<file path="config.mk">
export PLATFORM = sky130hd
export DESIGN_NAME = face_capture_packet_parser_flat
export DESIGN_NICKNAME = d
export VERILOG_FILES = /design/src/rtl/core/fcp_pkg.sv /design/src/rtl/core/fcp_in_if.sv /design/src/rtl/core/fcp_out_if.sv /design/src/rtl/core/face_capture_packet_parser.sv /design/src/flat_wrapper.sv
export SDC_FILE = /design/constraint.sdc
export NUM_CORES = 1
export LEC_CHECK = 0
export ABC_AREA = 0
export BUFFER_PORTS_ARGS = -buffer_cell sky130_fd_sc_hd__buf_2
export CAP_MARGIN = 20
export CORE_ASPECT_RATIO = 0.6
export CORE_MARGIN = 2
export CORE_UTILIZATION = 55
export CTS_CLUSTER_DIAMETER = 150
export CTS_CLUSTER_SIZE = 8
export DETAILED_ROUTE_END_ITERATION = 10
export PLACE_DENSITY = 0.84
export SYNTH_ARGS = -nofsm -noshare
export SYNTH_HDL_FRONTEND = slang
export SYNTH_SLANG_ARGS = --single-unit
</file>
<file path="constraint.sdc">
create_clock -name clk_i -period 5.3 [get_ports clk_i]
set_input_delay 0.265 -clock clk_i [delete_from_list [all_inputs] [get_ports clk_i]]
set_output_delay 0.265 -clock clk_i [all_outputs]
set_load 0.01 [all_outputs]
</file>
<file path="src/rtl/core/fcp_pkg.sv">
package fcp_pkg;

  localparam int unsigned PosW      = 12;
  localparam int unsigned LenW      = 9;
  localparam int unsigned NameStart = 45;
  localparam int unsigned LenLast   = 44;
  localparam int unsigned NameMax   = 256;
  localparam int unsigned TailBytes = 17;
  localparam int unsigned CountOff  = 16;
  localparam int unsigned FrameOff  = 3;
  localparam int unsigned SubOff    = 7;
  localparam int unsigned FpsOff    = 11;

  typedef enum logic [2:0] {
    KIND_NAME   = 3'd0,
    KIND_FRAME  = 3'd1,
    KIND_SUB    = 3'd2,
    KIND_FPS    = 3'd3,
    KIND_VALUE  = 3'd4,
    KIND_STATUS = 3'd5
  } kind_e;

  typedef enum logic [2:0] {
    ST_OK        = 3'd0,
    ST_SHORT     = 3'd1,
    ST_NAME_LONG = 3'd2,
    ST_TRUNC     = 3'd3,
    ST_MISMATCH  = 3'd4
  } status_e;

  typedef struct packed {
    kind_e       kind;
    logic [7:0]  item_index;
    logic [31:0] word;
    status_e     status;
    logic        last_of_packet;
  } result_t;

endpackage

</file>
<file path="src/rtl/core/fcp_in_if.sv">
interface fcp_in_if;
  import fcp_pkg::*;

  logic       valid;
  logic       ready;
  logic [7:0] in_byte;
  logic       end_of_packet;

  modport source (output valid, output in_byte, output end_of_packet, input ready);
  modport sink (input valid, input in_byte, input end_of_packet, output ready);

endinterface

</file>
<file path="src/rtl/core/fcp_out_if.sv">
interface fcp_out_if;
  import fcp_pkg::*;

  logic        valid;
  logic        ready;
  kind_e       kind;
  logic [7:0]  item_index;
  logic [31:0] word;
  status_e     status;
  logic        last_of_packet;

  modport source (
    output valid, output kind, output item_index, output word, output status,
    output last_of_packet, input ready
  );
  modport sink (
    input valid, input kind, input item_index, input word, input status,
    input last_of_packet, output ready
  );

endinterface

</file>
<file path="src/rtl/core/face_capture_packet_parser.sv">
// a result is written into the result queue when the byte that causes it is taken
// throughput: one byte per cycle while the queue has room; a byte may yield up to two items (word and status)
// results leave through a four-entry queue; bytes are taken while two entries are free
// reset (rst_ni low, asynchronous) clears the byte counter, error state and the queue
// a status item clears the parser state for the next packet
module face_capture_packet_parser #(
  parameter int unsigned VALUE_COUNT      = 61,
  parameter int unsigned MAX_PACKET_BYTES = 2048
) (
  input  logic          clk_i,
  input  logic          rst_ni,
  fcp_in_if.sink        in_i,
  fcp_out_if.source     out_o
);
  import fcp_pkg::*;

  localparam int unsigned ValueBytes = 4 * VALUE_COUNT;
  localparam int unsigned QDepth     = 4;
  localparam int unsigned QPtrW      = $clog2(QDepth);
  localparam int unsigned QCntW      = $clog2(QDepth + 1);

  logic [PosW-1:0] pos_q, pos_d;
  logic [31:0]     asm_q, asm_d;
  logic [LenW-1:0] len_q, len_d;
  status_e         err_q, err_d;

  result_t            q_mem [QDepth];
  logic [QPtrW-1:0]   wr_ptr_q, rd_ptr_q;
  logic [QCntW-1:0]   cnt_q, cnt_d;

  logic            accept;
  logic            pop;
  logic            pos_ok;
  logic [31:0]     asm_new;
  logic [PosW-1:0] rel;
  logic [PosW-1:0] r;
  logic [PosW-1:0] rv;
  logic [PosW-1:0] n;
  logic [PosW-1:0] req_len;
  logic            data_v;
  result_t         data_res;
  result_t         stat_res;
  result_t         slot0, slot1;
  logic [1:0]      push_n;

  assign in_i.ready = (cnt_q <= QCntW'(QDepth - 2));
  assign accept     = in_i.valid && in_i.ready;

  assign out_o.valid          = (cnt_q != '0);
  assign out_o.kind           = q_mem[rd_ptr_q].kind;
  assign out_o.item_index     = q_mem[rd_ptr_q].item_index;
  assign out_o.word           = q_mem[rd_ptr_q].word;
  assign out_o.status         = q_mem[rd_ptr_q].status;
  assign out_o.last_of_packet = q_mem[rd_ptr_q].last_of_packet;
  assign pop = out_o.valid && out_o.ready;

  assign pos_ok  = (pos_q < PosW'(MAX_PACKET_BYTES));
  assign asm_new = {asm_q[23:0], in_i.in_byte};
  assign rel     = pos_q - PosW'(NameStart);
  assign r       = rel - PosW'(len_q);
  assign rv      = r - PosW'(TailBytes);
  assign n       = pos_ok ? pos_q + PosW'(1) : pos_q;
  assign req_len = PosW'(NameStart) + PosW'(len_q) + PosW'(TailBytes) + PosW'(ValueBytes);

  always_comb begin
    pos_d    = pos_q;
    asm_d    = asm_q;
    len_d    = len_q;
    err_d    = err_q;
    data_v   = 1'b0;
    data_res = '{kind: KIND_NAME, item_index: '0, word: asm_new, status: ST_OK,
                 last_of_packet: 1'b0};
    stat_res = '{kind: KIND_STATUS, item_index: '0, word: '0, status: ST_OK,
                 last_of_packet: 1'b1};
    if (pos_ok) begin
      asm_d = asm_new;
      pos_d = pos_q + PosW'(1);
      if (pos_q == PosW'(LenLast)) begin
        if (asm_new > 32'(NameMax)) begin
          err_d = ST_NAME_LONG;
          len_d = '0;
        end else begin
          len_d = asm_new[LenW-1:0];
        end
      end else if (pos_q >= PosW'(NameStart) && err_q == ST_OK) begin
        if (rel < PosW'(len_q)) begin
          data_v              = 1'b1;
          data_res.kind       = KIND_NAME;
          data_res.item_index = rel[7:0];
          data_res.word       = {24'd0, in_i.in_byte};
        end else if (r == PosW'(FrameOff)) begin
          data_v        = 1'b1;
          data_res.kind = KIND_FRAME;
        end else if (r == PosW'(SubOff)) begin
          data_v        = 1'b1;
          data_res.kind = KIND_SUB;
        end else if (r == PosW'(FpsOff)) begin
          data_v        = 1'b1;
          data_res.kind = KIND_FPS;
        end else if (r == PosW'(CountOff)) begin
          if (in_i.in_byte != 8'(VALUE_COUNT)) begin
            err_d = ST_MISMATCH;
          end
        end else if (r >= PosW'(TailBytes) && r < PosW'(TailBytes + ValueBytes) &&
                     rv[1:0] == 2'd3) begin
          data_v              = 1'b1;
          data_res.kind       = KIND_VALUE;
          data_res.item_index = rv[9:2];
        end
      end
    end
    if (n < PosW'(NameStart)) begin
      stat_res.status = ST_SHORT;
    end else if (err_d == ST_NAME_LONG) begin
      stat_res.status = ST_NAME_LONG;
    end else if (n < req_len) begin
      stat_res.status = ST_TRUNC;
    end else if (err_d == ST_MISMATCH) begin
      stat_res.status = ST_MISMATCH;
    end else begin
      stat_res.status = ST_OK;
    end
    if (in_i.end_of_packet) begin
      pos_d = '0;
      asm_d = '0;
      len_d = '0;
      err_d = ST_OK;
    end
  end

  always_comb begin
    slot0  = data_v ? data_res : stat_res;
    slot1  = stat_res;
    push_n = 2'd0;
    if (accept) begin
      push_n = 2'(data_v) + 2'(in_i.end_of_packet);
    end
    cnt_d = cnt_q + QCntW'(push_n) - QCntW'(pop);
  end

  always_ff @(posedge clk_i or negedge rst_ni) begin
    if (!rst_ni) begin
      pos_q    <= '0;
      asm_q    <= '0;
      len_q    <= '0;
      err_q    <= ST_OK;
      wr_ptr_q <= '0;
      rd_ptr_q <= '0;
      cnt_q    <= '0;
    end else begin
      if (accept) begin
        pos_q <= pos_d;
        asm_q <= asm_d;
        len_q <= len_d;
        err_q <= err_d;
      end
      wr_ptr_q <= wr_ptr_q + QPtrW'(push_n);
      if (pop) begin
        rd_ptr_q <= rd_ptr_q + QPtrW'(1);
      end
      cnt_q <= cnt_d;
    end
  end

  always_ff @(posedge clk_i) begin
    if (push_n != 2'd0) begin
      q_mem[wr_ptr_q] <= slot0;
    end
    if (push_n == 2'd2) begin
      q_mem[wr_ptr_q + QPtrW'(1)] <= slot1;
    end
  end

endmodule

</file>
<file path="src/flat_wrapper.sv">
// flat-port wrapper written by rule: the top's interface ports become plain ports
module face_capture_packet_parser_flat import fcp_pkg::*;
#(
  parameter int unsigned VALUE_COUNT      = 61,
  parameter int unsigned MAX_PACKET_BYTES = 2048
)
  (clk_i, rst_ni, in_i_valid, in_i_in_byte, in_i_end_of_packet, in_i_ready, out_o_valid, out_o_kind, out_o_item_index, out_o_word, out_o_status, out_o_last_of_packet, out_o_ready);
  fcp_in_if in_i_i ();
  fcp_out_if out_o_i ();
  input  logic clk_i;
  input  logic rst_ni;
  input wire logic [$bits(in_i_i.valid)-1:0] in_i_valid;
  input wire logic [$bits(in_i_i.in_byte)-1:0] in_i_in_byte;
  input wire logic [$bits(in_i_i.end_of_packet)-1:0] in_i_end_of_packet;
  output wire logic [$bits(in_i_i.ready)-1:0] in_i_ready;
  output wire logic [$bits(out_o_i.valid)-1:0] out_o_valid;
  output wire logic [$bits(out_o_i.kind)-1:0] out_o_kind;
  output wire logic [$bits(out_o_i.item_index)-1:0] out_o_item_index;
  output wire logic [$bits(out_o_i.word)-1:0] out_o_word;
  output wire logic [$bits(out_o_i.status)-1:0] out_o_status;
  output wire logic [$bits(out_o_i.last_of_packet)-1:0] out_o_last_of_packet;
  input wire logic [$bits(out_o_i.ready)-1:0] out_o_ready;
  assign in_i_i.valid = in_i_valid;
  assign in_i_i.in_byte = in_i_in_byte;
  assign in_i_i.end_of_packet = in_i_end_of_packet;
  assign in_i_ready = in_i_i.ready;
  assign out_o_valid = out_o_i.valid;
  assign out_o_kind = out_o_i.kind;
  assign out_o_item_index = out_o_i.item_index;
  assign out_o_word = out_o_i.word;
  assign out_o_status = out_o_i.status;
  assign out_o_last_of_packet = out_o_i.last_of_packet;
  assign out_o_i.ready = out_o_ready;
  face_capture_packet_parser #(.VALUE_COUNT(VALUE_COUNT), .MAX_PACKET_BYTES(MAX_PACKET_BYTES)) u_core (.clk_i(clk_i), .rst_ni(rst_ni), .in_i(in_i_i), .out_o(out_o_i));
endmodule
</file>
==> results of run 1 <==
==> timing repair <==
| action | 4_1_cts | 5_1_grt |
|---|---|---|
| buffers inserted | 0 | 3 |
| gates resized for setup | 0 | 21 |
| hold endpoints to repair | 55 | 0 |
| endpoints found under the setup margin | 0 | 191 |
| hold buffers | 1 | 0 |
==> synth_stat cells (4+ instances only) <==
library cell | count | area share [%]
dfxtp_1 | 176 | 30
a22o_1 | 132 | 10
nand2_1 | 61 | 2.0
a32o_1 | 56 | 4.8
dfrtp_1 | 55 | 12
clkbuf_1 | 51 | 1.7
mux4_2 | 47 | 9.1
o21ai_0 | 44 | 1.9
inv_1 | 32 | 1.0
nor2_1 | 32 | 1.0
ha_1 | 31 | 3.3
xnor2_1 | 27 | 2.0
a21oi_1 | 24 | 1.0
nor3_1 | 18 | 0.78
buf_6 | 17 | 1.7
xor2_1 | 17 | 1.3
edfxtp_1 | 12 | 3.1
nor4_1 | 11 | 0.59
a21o_1 | 10 | 0.65
nand3_1 | 10 | 0.43
o21a_1 | 8 | 0.52
a31oi_1 | 6 | 0.32
and3_1 | 6 | 0.32
nand4_1 | 6 | 0.32
nor2b_1 | 6 | 0.32
o31ai_1 | 6 | 0.39
or3_1 | 6 | 0.32
a211oi_1 | 5 | 0.32
and2_1 | 5 | 0.27
buf_1 | 5 | 0.16
nor3_4 | 5 | 0.70
o211ai_1 | 5 | 0.32
o2111ai_1 | 4 | 0.30
o21ai_1 | 4 | 0.17
o22a_1 | 4 | 0.30
==> power groups by stage <==
stage               clock [mW]  sequential [mW]  combinational [mW]
finish                    2.04             2.40                1.47
global route              2.14             2.44                1.58
CTS                       2.05             2.40                1.42
detailed placement           0             2.42                1.41
global placement             0             2.41                1.37
floorplan                    0             2.22                1.15
==> kinds of logic after synthesis <==
logic type	Yosys count	synth area share [%]
AOI/OAI and AO/OA	341	23.9
and+or+nand+nor	193	8.90
DFF	243	45.4
xor gates and xnor gates	46	3.61
adders and majority gates	33	3.69
muxes	48	9.22
buffers and inverters	114	5.24
==> per-layer routing <==
metal / wire length (um) / share of wire [%]
met5: 0 / 0
met4: 313 / 0.98
met2: 13800 / 43
met3: 3570 / 11
met1: 14300 / 45
==> sequential cells by signal, summed over array words and instances, names as in the netlist <==
register / flops
u_core.asm_q: 24
u_core.cnt_q: 3
u_core.err_q: 3
u_core.len_q: 9
u_core.pos_q: 12
u_core.q_mem: 188
u_core.rd_ptr_q: 2
u_core.wr_ptr_q: 2
==> cell type report <==
class | count | area (um2) | share of cell area (%)
Timing Repair Buffer | 91 | 571 | 4.36
Tap cell | 279 | 349 | 2.67
Sequential cell | 243 | 5270 | 40.2
Clock buffer | 51 | 957 | 7.32
Inverter | 32 | 120 | 0.918
Multi-Input combinational cell | 661 | 5790 | 44.3
Clock inverter | 3 | 32.5 | 0.249
==> worst paths after layout <==
| check | endpoint | slack [ps] |
|---|---|---|
| max | u_core.q_mem[0][21]$_SDFFE_PP0P_ | 140 |
| min | u_core.err_q[1]$_DFFE_PN0P_ | 130 |
| max reg2reg | u_core.q_mem[0][21]$_SDFFE_PP0P_ | 140 |
| min reg2reg | u_core.q_mem[2][44]$_SDFFE_PP1N_ | 460 |
| max in group asynchronous | u_core.rd_ptr_q[1]$_DFFE_PN0P_ | 4280 |
| min in group asynchronous | u_core.pos_q[8]$_DFFE_PN0P_ | 460 |
==> impl_metrics.env, run 1 <==
export IMPL_layout_area_overhead_vs_synth_pct=12.9
export IMPL_wl_per_cell_um=23.5
export IMPL_crit_chain="inv_1 -> ha_1 -> inv_1 -> fa_1 -> xnor2_2 -> nand2_1 -> or4_1 -> nand3_1 -> a2111oi_4 -> o311ai_4 -> nand2_2 -> ha_1 -> nor2_1 -> or2_2 -> or3_1 -> nor3_4 -> buf_12 -> a22o_1"
export IMPL_busiest_layer="met1"
export IMPL_cp_start_kind="register"
export IMPL_cts_buffers=36
export IMPL_htreeDepth=2
export IMPL_totalWireLength_mm=32.0
export IMPL_worst_path_buf_inv=3
export IMPL_worst_ep_required_time_ps=5740
export IMPL_tns_ps=0
export IMPL_stdcell_count=1360
export IMPL_via_per_inst=6.88
export IMPL_layout_common_cells="dfxtp_1 (176), a22o_1 (132), buf_2 (62)"
export IMPL_synth_distinct_cells=81
export IMPL_intPower_mw=3.90
export IMPL_syn_area_um2=11600
export IMPL_postLayoutCoreUtil_pct=62.8
export IMPL_cp_max_fo=24
export IMPL_comb_power_share_pct=24.9
export IMPL_fp_row_count=41
export IMPL_hp_start="in_i_end_of_packet"
export IMPL_crit_start="u_core.pos_q[1]$_DFFE_PN0P_"
export IMPL_clockPowerShare_pct=34.5
export IMPL_die_area_um2=22300
export IMPL_total_power_mw=5.91
export IMPL_dp_cells=1302
export IMPL_grt_pass1_wl_mm=49.9
export IMPL_grt_pass1_vias=8780
export IMPL_num_fill_cells=1604
export IMPL_sw_frac_of_total_pct=33.9
export IMPL_cts_tree="done"
export IMPL_cp_top_family="simple AND/OR/NAND/NOR gates"
export IMPL_timing_hold_ws_ps=134
export IMPL_drtIter0Drc=1173
export IMPL_antenna_found_initial=0
export IMPL_ys_async_sr_fraction_pct=22.6
export IMPL_critPathArrivalTime_ps=5590
export IMPL_crit_slowest_cell="fa_1"
export IMPL_syn_nets=1064
export IMPL_synth_flop_cell="dfxtp_1"
export IMPL_use_met3_pct=6.52
export IMPL_cellLeakagePower_nw=5.28
export IMPL_worst_pin_slew_ps=984
export IMPL_crit_type="reg2reg"
export IMPL_die_y_um=116
export IMPL_clk_pin_slew_ps=60
export IMPL_nets=1111
export IMPL_pre_cts_slack_ps=152
export IMPL_worstSetupPathDepth=18
export IMPL_final_area_um2=13100
export IMPL_min_delay_path_class="in2reg"
export IMPL_drcViolationCount=0
export IMPL_fp_dieW_um=191
export IMPL_gp_congestion=0.979
export IMPL_finalMaxSlewViolations=0
export IMPL_max_slew_margin_pct=33.7
export IMPL_met1_usage_pct=44.4
export IMPL_post_route_period_util_pct=97.3
export IMPL_hpwl_mm=20.7
export IMPL_synthCells=1018
export IMPL_core_area_um2=20800
export IMPL_yosysWarnings=0
export IMPL_synth_edff_count=12
export IMPL_setup_violations=0
export IMPL_clkLatencyLatePin_ps=500
export IMPL_status="complete, no violations"
export IMPL_min_path_cells=2
export IMPL_globalRouteOverflowTotal=0
export IMPL_use_met2_pct=41.1
export IMPL_irDropWorstVdd_v=0.000371
export IMPL_cts_root_buf="clkbuf_16"
export IMPL_diodes=0
export IMPL_pin_count=62
export IMPL_max_freq_mhz=194
export IMPL_track_usage_pct=28.7
export IMPL_cp_end_kind="register"
export IMPL_postPlaceCellArea_um2=12000
export IMPL_slowest_delay_ps=510
export IMPL_p_sw_mw=2.01
export IMPL_hold_violations=0
export IMPL_layout_commonest_cell="dfxtp_1"
export IMPL_power_share_sequential_pct=40.7
export IMPL_synth_area_per_cell_um2=11.4
export IMPL_numPortBuffers=61
export IMPL_drive_above_1_share_pct=20.8
export IMPL_synth_seq_cells=243
export IMPL_start_util_pct=55.6
export IMPL_ys_seq_area_share_pct=45.4
export IMPL_maxCapViolCount=0
export IMPL_clock_sinks=243
export IMPL_finClkSkew_ps=14.5
export IMPL_power_density_nw_per_um2=452
export IMPL_fin_crit_ps=5160
export IMPL_fin_ws_ps=144
export IMPL_firstDrtPassIters=6
export IMPL_ctsLongestPathBuffers=3
export IMPL_via_count=9352
export IMPL_r2r_start="u_core.pos_q[1]$_DFFE_PN0P_"
export IMPL_grt_start_max_net_pins=65
export IMPL_reg2regPathDepth=18
export IMPL_ant_nets=0
(Power assumes the default switching activity.)
==> run 2, diff against run 1 <==
--- a/config.mk
+++ b/config.mk
@@ -10,3 +10,2 @@
 export CAP_MARGIN = 20
-export CORE_ASPECT_RATIO = 0.6
 export CORE_MARGIN = 2
==> constraint.sdc (replaced) <==
create_clock -name clk_i -period 5.3 [get_ports clk_i]
set_input_delay 0 -clock clk_i [delete_from_list [all_inputs] [get_ports clk_i]]
set_output_delay 0 -clock clk_i [all_outputs]
set_load 0.01 [all_outputs]
==> run 2 against run 1 <==
  * Cell count increased by 1.0%
  * Worst hold slack improved by 34 ps
  * Highest routed layer unchanged
  * Critical endpoint is now u_core.q_mem[1][2]$_DFFE_PP_
  * Largest cell class unchanged
  * Power is 1.5% higher
==> impl_metrics.env, run 2 (synthesized netlist as in run 1, its figures left out) <==
export IMPL_post_route_period_util_pct=96.2
export IMPL_grt_start_max_net_pins=65
export IMPL_drive_above_1_share_pct=21.1
export IMPL_nets=1129
export IMPL_clk_pin_slew_ps=50
export IMPL_met1_usage_pct=37.2
export IMPL_clockPowerShare_pct=35.0
export IMPL_cts_buffers=36
export IMPL_irDropWorstVdd_v=0.000432
export IMPL_largest_register="u_core.q_mem"
export IMPL_totalWireLength_mm=32.7
export IMPL_power_density_nw_per_um2=450
export IMPL_rr_endpoint="u_core.q_mem[1][2]$_DFFE_PP_"
export IMPL_use_met3_pct=5.66
export IMPL_postLayoutCoreUtil_pct=64.0
export IMPL_min_delay_path_class="in2async"
export IMPL_worst_pin_slew_ps=1020
export IMPL_track_usage_pct=28.8
export IMPL_cts_root_buf="clkbuf_16"
export IMPL_r2r_start="u_core.pos_q[1]$_DFFE_PN0P_"
export IMPL_p_sw_mw=2.04
export IMPL_use_met2_pct=47.1
export IMPL_gp_congestion=1.03
export IMPL_hpwl_mm=19.8
export IMPL_cp_start_kind="register"
export IMPL_pin_count=62
export IMPL_start_util_pct=55.6
export IMPL_fp_row_count=53
export IMPL_reg2regPathDepth=17
export IMPL_cts_tree="done"
export IMPL_clkLatencyLatePin_ps=510
export IMPL_diodes=0
export IMPL_cp_max_fo=19
export IMPL_sw_frac_of_total_pct=34.0
export IMPL_die_y_um=149
export IMPL_tns_ps=0
export IMPL_setup_violations=0
export IMPL_firstDrtPassIters=6
export IMPL_core_area_um2=20800
export IMPL_drcViolationCount=0
export IMPL_busiest_layer="met2"
export IMPL_stdcell_count=1374
export IMPL_die_area_um2=22200
export IMPL_grt_pass1_vias=9342
export IMPL_hold_violations=0
export IMPL_largest_register_ffs=188
export IMPL_finClkSkew_ps=15.5
export IMPL_numPortBuffers=61
export IMPL_clock_sinks=243
export IMPL_fin_crit_ps=5100
export IMPL_via_per_inst=6.92
export IMPL_htreeDepth=2
export IMPL_critPathArrivalTime_ps=5310
export IMPL_via_count=9504
export IMPL_max_slew_margin_pct=32.2
export IMPL_layout_commonest_cell="dfxtp_1"
export IMPL_dp_cells=1298
export IMPL_worst_path_buf_inv=4
export IMPL_fp_dieW_um=149
export IMPL_maxCapViolCount=0
export IMPL_r2r_slack_ps=200
export IMPL_cellLeakagePower_nw=5.37
export IMPL_power_share_sequential_pct=40.0
export IMPL_ctsLongestPathBuffers=3
export IMPL_cp_top_family="compound AO/OA/AOI/OAI gates"
export IMPL_finalMaxSlewViolations=0
export IMPL_total_power_mw=6.00
export IMPL_cp_end_kind="register"
export IMPL_crit_chain="inv_1 -> ha_1 -> inv_1 -> fa_1 -> a21o_1 -> a21oi_1 -> xnor2_1 -> nand3_2 -> a2111oi_4 -> o311ai_4 -> nand2_2 -> ha_1 -> nor2b_2 -> a21oi_1 -> or3_2 -> buf_4 -> clkinvlp_4"
export IMPL_intPower_mw=3.96
export IMPL_globalRouteOverflowTotal=0
export IMPL_status="complete, no violations"
export IMPL_layout_common_cells="dfxtp_1 (176), a22o_1 (132), buf_2 (62)"
export IMPL_wl_per_cell_um=23.8
export IMPL_worstSetupPathDepth=17
export IMPL_top_regs="u_core.q_mem (188), u_core.asm_q (24), u_core.pos_q (12)"
export IMPL_crit_type="reg2reg"
export IMPL_antenna_found_initial=0
export IMPL_grt_pass1_wl_mm=50.3
export IMPL_max_freq_mhz=196
export IMPL_ant_nets=0
export IMPL_worst_ep_required_time_ps=5510
export IMPL_crit_slowest_cell="a2111oi_4"
export IMPL_comb_power_share_pct=25.0
export IMPL_drtIter0Drc=1042
export IMPL_layout_area_overhead_vs_synth_pct=15.0
export IMPL_slowest_delay_ps=520
run 2: cell type report:
class / count / area, um2
fillers: 1534 / 7500
inverters: 32 / 124
flip-flops and latches: 243 / 5270
repair buffers: 107 / 756
well taps: 275 / 344
clock buffers: 52 / 1000
multi-input cells: 663 / 5810
clock inverters: 2 / 23.8
run 2: power groups by stage:
stage	logic [mW]	registers, mW	clock network [mW]
floorplan	1.15	2.22	0
global placement	1.36	2.41	0
detailed placement	1.39	2.42	0
CTS	1.44	2.39	2.10
global route	1.59	2.43	2.19
finish	1.50	2.40	2.10
run 2: worst max-delay path by stage:
stage | startpoint | to | slack, ps
after global placement | u_core.pos_q[1]$_DFFE_PN0P_ | u_core.q_mem[3][35]$_SDFFE_PP0N_ | 200
after detailed placement | u_core.pos_q[1]$_DFFE_PN0P_ | u_core.q_mem[1][16]$_SDFFE_PP0N_ | -20
final | u_core.pos_q[1]$_DFFE_PN0P_ | u_core.q_mem[1][2]$_DFFE_PP_ | 200
after floorplan | u_core.pos_q[0]$_DFFE_PN0P_ | u_core.q_mem[1][38]$_SDFFE_PP0N_ | 20
after CTS | u_core.pos_q[1]$_DFFE_PN0P_ | u_core.q_mem[0][28]$_SDFFE_PP0P_ | 80
after global routing | u_core.pos_q[1]$_DFFE_PN0P_ | u_core.q_mem[1][2]$_DFFE_PP_ | -50
run 2: timing repair:
item | CTS | global route
hold buffers | 12 | 0
endpoints found under the hold margin | 112 | 0
gates cloned | 2 | 0
buffers inserted | 0 | 8
pin swaps | 0 | 7
gates resized for setup | 4 | 15
endpoints found under the setup margin | 53 | 173
run 2: layer usage:
| layer | vias to the layer above | part of all wire, % |
|---|---|---|
| met3 | 93 | 9.1 |
| met5 | - | 0 |
| met2 | 589 | 49 |
| met4 | 0 | 3.5 |
| li1 | 4078 | - |
| met1 | 4744 | 39 |
run 2: worst reg2reg max path, delay by kind of cell (launching register included):
family / cells / cell delay, ps
AOI/OAI and AO/OA: 5 / 1180
buffers and inverters: 4 / 640
adders and majority gates: 3 / 1140
DFF: 1 / 420
xor gates and xnor gates: 1 / 350
and+or+nand+nor: 4 / 1040
run 2: stage by stage:
stage / area, um2 / setup WS (ps) / hold WS, ps
after floorplan: 11600 / 23.5 / -296
after global placement: 12000 / 205 / 190
after detailed placement: 12000 / -18.5 / 199
after CTS: 13200 / 81.9 / 195
after global routing: 13300 / -52.7 / 255
final: 13300 / 204 / 168
